<file path="src/rtl/plic_pkg.sv">
package plic_pkg;

    localparam int NUM_SOURCES  = 64;
    localparam int NUM_CONTEXTS = 8;

    localparam int OFF_W  = 26;
    localparam int DATA_W = 32;
    localparam int SID_W  = 6;
    localparam int CFG_W  = 4;
    localparam int SRC_W  = $clog2(NUM_SOURCES);
    localparam int CTX_W  = (NUM_CONTEXTS > 1) ? $clog2(NUM_CONTEXTS) : 1;
    localparam int CNT_W  = $clog2(NUM_CONTEXTS + 1);
    localparam int CW     = (CNT_W > CFG_W) ? CNT_W : CFG_W;

    localparam logic [1:0] REQ_READ   = 2'd0;
    localparam logic [1:0] REQ_WRITE  = 2'd1;
    localparam logic [1:0] REQ_INJECT = 2'd2;

    localparam logic [OFF_W-1:0] PEND_BASE  = 26'h0001000;
    localparam logic [OFF_W-1:0] EN_BASE    = 26'h0002000;
    localparam int               EN_STRIDE  = 'h80;
    localparam logic [OFF_W-1:0] CTX_BASE   = 26'h0200000;
    localparam logic [11:0]      REG_THRESH = 12'h000;
    localparam logic [11:0]      REG_CLAIM  = 12'h004;

    localparam logic [NUM_SOURCES-1:0] SRC_MASK = {{(NUM_SOURCES-1){1'b1}}, 1'b0};

    typedef struct packed {
        logic capture;
        logic exec;
        logic scan_init;
        logic scan_step;
        logic claim;
        logic load_read;
        logic out_load;
    } plic_cmd_t;

    typedef struct packed {
        logic is_read;
        logic is_claim;
        logic scan_done;
        logic out_free;
    } plic_stat_t;

endpackage

</file>
<file path="src/rtl/plic_ctrl.sv">
module plic_ctrl
    import plic_pkg::*;
(
    input  logic       clk,
    input  logic       rst_n,
    input  logic       in_valid,
    output logic       in_stall,
    input  plic_stat_t stat,
    output plic_cmd_t  cmd
);

    typedef enum logic [2:0] {
        S_IDLE,
        S_EXEC,
        S_READ,
        S_SCAN,
        S_CLAIM,
        S_OUT
    } state_t;

    state_t state_reg;
    state_t state_next;

    always_comb
    begin
        state_next = state_reg;
        cmd        = '0;
        unique case (state_reg)
            S_IDLE:
            begin
                if (in_valid)
                begin
                    cmd.capture = 1'b1;
                    state_next  = S_EXEC;
                end
            end
            S_EXEC:
            begin
                cmd.exec = 1'b1;
                if (stat.is_claim)
                begin
                    cmd.scan_init = 1'b1;
                    state_next    = S_SCAN;
                end
                else if (stat.is_read)
                    state_next = S_READ;
                else
                    state_next = S_IDLE;
            end
            S_READ:
            begin
                cmd.load_read = 1'b1;
                state_next    = S_OUT;
            end
            S_SCAN:
            begin
                cmd.scan_step = 1'b1;
                if (stat.scan_done)
                    state_next = S_CLAIM;
            end
            S_CLAIM:
            begin
                cmd.claim  = 1'b1;
                state_next = S_OUT;
            end
            S_OUT:
            begin
                if (stat.out_free)
                begin
                    cmd.out_load = 1'b1;
                    state_next   = S_IDLE;
                end
            end
            default: state_next = S_IDLE;
        endcase
    end

    always_ff @(posedge clk or negedge rst_n)
    begin
        if (!rst_n)
            state_reg <= S_IDLE;
        else
            state_reg <= state_next;
    end

    assign in_stall = (state_reg != S_IDLE);

endmodule

</file>
<file path="config.mk">
export PLATFORM = sky130hd
export DESIGN_NAME = plic_ctrl
export DESIGN_NICKNAME = d
export VERILOG_FILES = /design/src/rtl/plic_pkg.sv /design/src/rtl/plic_ctrl.sv
export SDC_FILE = /design/constraint.sdc
export NUM_CORES = 1
export LEC_CHECK = 0
export CAP_MARGIN = 10
export CELL_PAD_IN_SITES_DETAIL_PLACEMENT = 1
export CELL_PAD_IN_SITES_GLOBAL_PLACEMENT = 2
export CORE_AREA = 2 2 39 41
export CTS_CLUSTER_SIZE = 28
export DETAILED_ROUTE_END_ITERATION = 8
export DIE_AREA = 0 0 41 43
export DONT_BUFFER_PORTS = 1
export GPL_TIMING_DRIVEN = 0
export PLACE_DENSITY_LB_ADDON = 0.1
export SYNTH_ARGS = -nofsm -noshare
export SYNTH_HDL_FRONTEND = slang
export SYNTH_SLANG_ARGS = --single-unit
export TNS_END_PERCENT = 10
</file>
<file path="constraint.sdc">
create_clock -name clk -period 1.1 [get_ports clk]
set_clock_uncertainty 0.2 [all_clocks]
set_input_delay 0.22 -clock clk [delete_from_list [all_inputs] [get_ports clk]]
set_output_delay 0.22 -clock clk [all_outputs]
set_load 0.02 [all_outputs]
</file>
==> load_flow_metrics.sql <==
INSERT INTO impl_metrics (metric_group, metric, value, unit) VALUES
('status', 'status', 'finished with violations', ''),
('status', 'failed_checks', 'negative setup slack', ''),
('sta', 'final_min_period_over_clock_period', '136', '%'),
('placement', 'pre_cts_ws', '-0.219', 'ns'),
('sta', 'clock.fmax', '0.670', 'GHz'),
('clock_network', 'clkTransAtPathRegs', '0.04', 'ns'),
('route', 'vias_per_cell', '4.68', ''),
('die', 'fp.dieArea', '1760', 'sq um'),
('sta', 'fin_hold_ws', '0.0182', 'ns'),
('grt', 'grt_first_pass_wirelength', '1180', 'microns'),
('sta', 'max_slew_margin', '76.8', '%'),
('die', 'top_level_ports', '15', ''),
('die', 'die_w', '41', 'microns'),
('yosys', 'synth-seq-cells', '3', ''),
('die', 'placementRows', '14', ''),
('job', 'cap_viol_max_count', '0', ''),
('grt', 'global_route.overflow_total', '0', ''),
('route', 'drtPass1Iterations', '1', ''),
('yosys', 'synthesis.area', '205', 'sq um'),
('worst_setup_path', 'cp.arrival', '1.07', 'ns'),
('die', 'floorplan_core_area', '1380', 'sq um'),
('yosys', 'synth_cells', '29', ''),
('placement', 'port_buffers', '0', ''),
('route', 'wl_per_cell', '12.5', 'microns'),
('pwr', 'power_density', '3280', 'nW/um^2'),
('yosys', 'ys_seq_area_share', '36.6', '%'),
('grt', 'groute.layer.met3.usage', '0', '%'),
('die', 'start_util', '14.8', '%'),
('grt', 'pin_count_of_the_biggest_net_entering_global_routing', '8', ''),
('grt', 'initial_antenna_violation_count', '0', ''),
('clock_network', 'cts_inserted_buffers', '3', ''),
('clock_network', 'cts_tree', 'done', ''),
('hold_path', 'tightest_hold_check_type', 'input pin to flop', ''),
('route', 'antenna_left', '0', ''),
('route', 'drc', '0', ''),
('yosys', 'netlist-cell-type-count', '14', ''),
('route', 'drt_first_iter_violations', '0', ''),
('clock_network', 'clk_latency', '0.23', 'ns'),
('pwr', 'peakVddDrop', '0.000874', 'V'),
('pwr', 'power.leakage', '0.163', 'nW'),
('layout', 'num_antenna_cells', '0', ''),
('clock_network', 'cts_htree_levels', '1', ''),
('placement', 'dp.final_hpwl', '508', 'microns'),
('sta', 'setup-tns-final', '-3.43', 'ns'),
('grt', 'grt.busiest_layer', 'met2', ''),
('sta', 'rsz0062_at_grt', 'true', ''),
('grt', 'grt_util_all_layers', '10.0', '%'),
('route', 'via_count', '267', ''),
('worst_setup_path', 'crit_path_end_kind', 'primary output', ''),
('sta', 'finalHoldViolations', '0', ''),
('sta', 'setup_slack', '-0.393', 'ns'),
('worst_setup_path', 'maximum_fanout_count_along_the_critical_path', '7', ''),
('yosys', 'syn_nets', '36', ''),
('grt', 'grtUsageMet2', '14.4', '%'),
('layout', 'largest_register_ffs', '3', ''),
('yosys', 'avgSynthCellArea', '7.08', 'sq um'),
('sta', 'layout_min_cycle_time', '1.49', 'ns'),
('clock_network', 'clockRootBuffer', 'clkbuf_4', ''),
('worst_setup_path', 'critical_path_required', '0.68', 'ns'),
('layout', 'syn2layout_area_growth', '97.0', '%'),
('worst_setup_path', 'crit_type', 'flop to primary output', ''),
('grt', 'gr-usage-met1', '13.5', '%'),
('worst_setup_path', 'critPathLaunchType', 'flop', ''),
('sta', 'measured_slew_at_the_worst_slew_check_pin', '0.346', 'ns'),
('layout', 'nNetsFinal', '49', ''),
('yosys', 'yosysWarningCount', '0', ''),
('grt', 'first_global_vias', '284', ''),
('sta', 'timing_max_transition_violations_final', '0', ''),
('layout', 'drive_above_1_share', '58.5', '%'),
('route', 'drt_wl_total', '710', 'microns'),
('die', 'die_h', '43', 'microns'),
('sta', 'report.final.setup_viol', '10', ''),
('layout', 'fill_cells', '168', ''),
('clock_network', 'clock-sinks', '3', ''),
('placement', 'globalplace.congestion', '0.633', ''),
('clock_network', 'clock_tree.buffer_depth', '2', '');
## layout make-up
| cell class | instances | area (sq um) | share of cell area, % |
|---|---|---|---|
| Clock buffer | 4 | 26.3 | 6.50 |
| Buffer | 1 | 11.3 | 2.79 |
| Sequential cell | 3 | 77.6 | 19.2 |
| Tap cell | 16 | 20.0 | 4.95 |
| Multi-Input combinational cell | 24 | 198 | 48.9 |
| Inverter | 1 | 6.26 | 1.55 |
| Timing Repair Buffer | 8 | 65.1 | 16.1 |
## kinds of logic (layout without fill, tap and decap cells)
kind of cell           count (synthesis)  in the layout  synth area share, %
DFF                                    3              3                 36.6
buffers and inverters                  2             14                 4.26
and+or+nand+nor                       19             19                 42.7
AOI/OAI and AO/OA                      5              5                 16.5
## final timing paths
| check | start | endpoint | slack (ns) | depth (start not counted) |
|---|---|---|---|---|
| hold / removal | stat[1] | state_reg[0] | 0.02 | 2 |
| hold reg to reg | state_reg[2] | state_reg[1] | 0.38 | 2 |
| setup / recovery | state_reg[2] | cmd[6] | -0.39 | 3 |
| max in group asynchronous | rst_n | state_reg[1] | 0.51 | 1 |
| setup reg to reg | state_reg[0] | state_reg[0] | -0.26 | 4 |
| min in group asynchronous | rst_n | state_reg[0] | 0.04 | 1 |
## cells in the mapped netlist (all sizes together)
cell type	n	area, sq um
nor2	8	30.0
dfrtp	3	75.1
nand2	3	11.3
nor3	3	15.0
and3	2	12.5
nand2b	2	12.5
a2111oi	1	10.0
a21o	1	7.51
a21oi	1	5.00
and2	1	6.26
buf	1	5.00
inv	1	3.75
o21ai	1	5.00
o22ai	1	6.26
## routing by layer
metal / up-vias / wire length, microns / part of all wire [%]
met5: - / 0 / 0
met4: 0 / 14 / 2.0
met3: 2 / 39 / 5.5
met2: 12 / 352 / 50
met1: 126 / 304 / 43
li1: 127 / - / -
## cells in the final DEF (no fill, tap or decap), drive strengths merged
master       n
dfrtp        3
inv          1
a2111oi      1
nand2        3
o22ai        1
nand2b       2
nor3         3
clkbuf       4
and2         1
and3         2
a21oi        1
a21o         1
o21ai        1
dlygate4sd3  2
buf          7
nor2         8
## repair_timing
action | in CTS | in global routing
buffers inserted | 6 | 0
pin swaps | 3 | 1
endpoints found under the setup margin | 11 | 11
hold endpoints to repair | 5 | 0
hold buffers | 2 | 0
gates resized for setup | 1 | 0
## critical path: stages, from the launching register on
cell and delay, ns:
dfrtp_1 0.36, buf_6 0.14, nor2_4 0.11, and3_4 0.23
## power breakdown
part	leakage [nW]	switching [mW]	internal (mW)
clock	0.0150	0.0562	0.136
sequential	0.0348	0.103	0.169
combinational	0.113	0.480	0.382
total	0.163	0.639	0.687
## metrics by stage
stage	power [mW]	instances	util [%]	area (sq um)
final	1.33	57	29.2	404
after global routing	1.42	57	29.2	404
after CTS	1.35	57	29.2	404
after detailed placement	0.991	45	22.4	310
after global placement	0.987	45	22.4	310
after floorplan	0.893	29	-	290
Note: power is estimated with default switching activity, not from simulation.
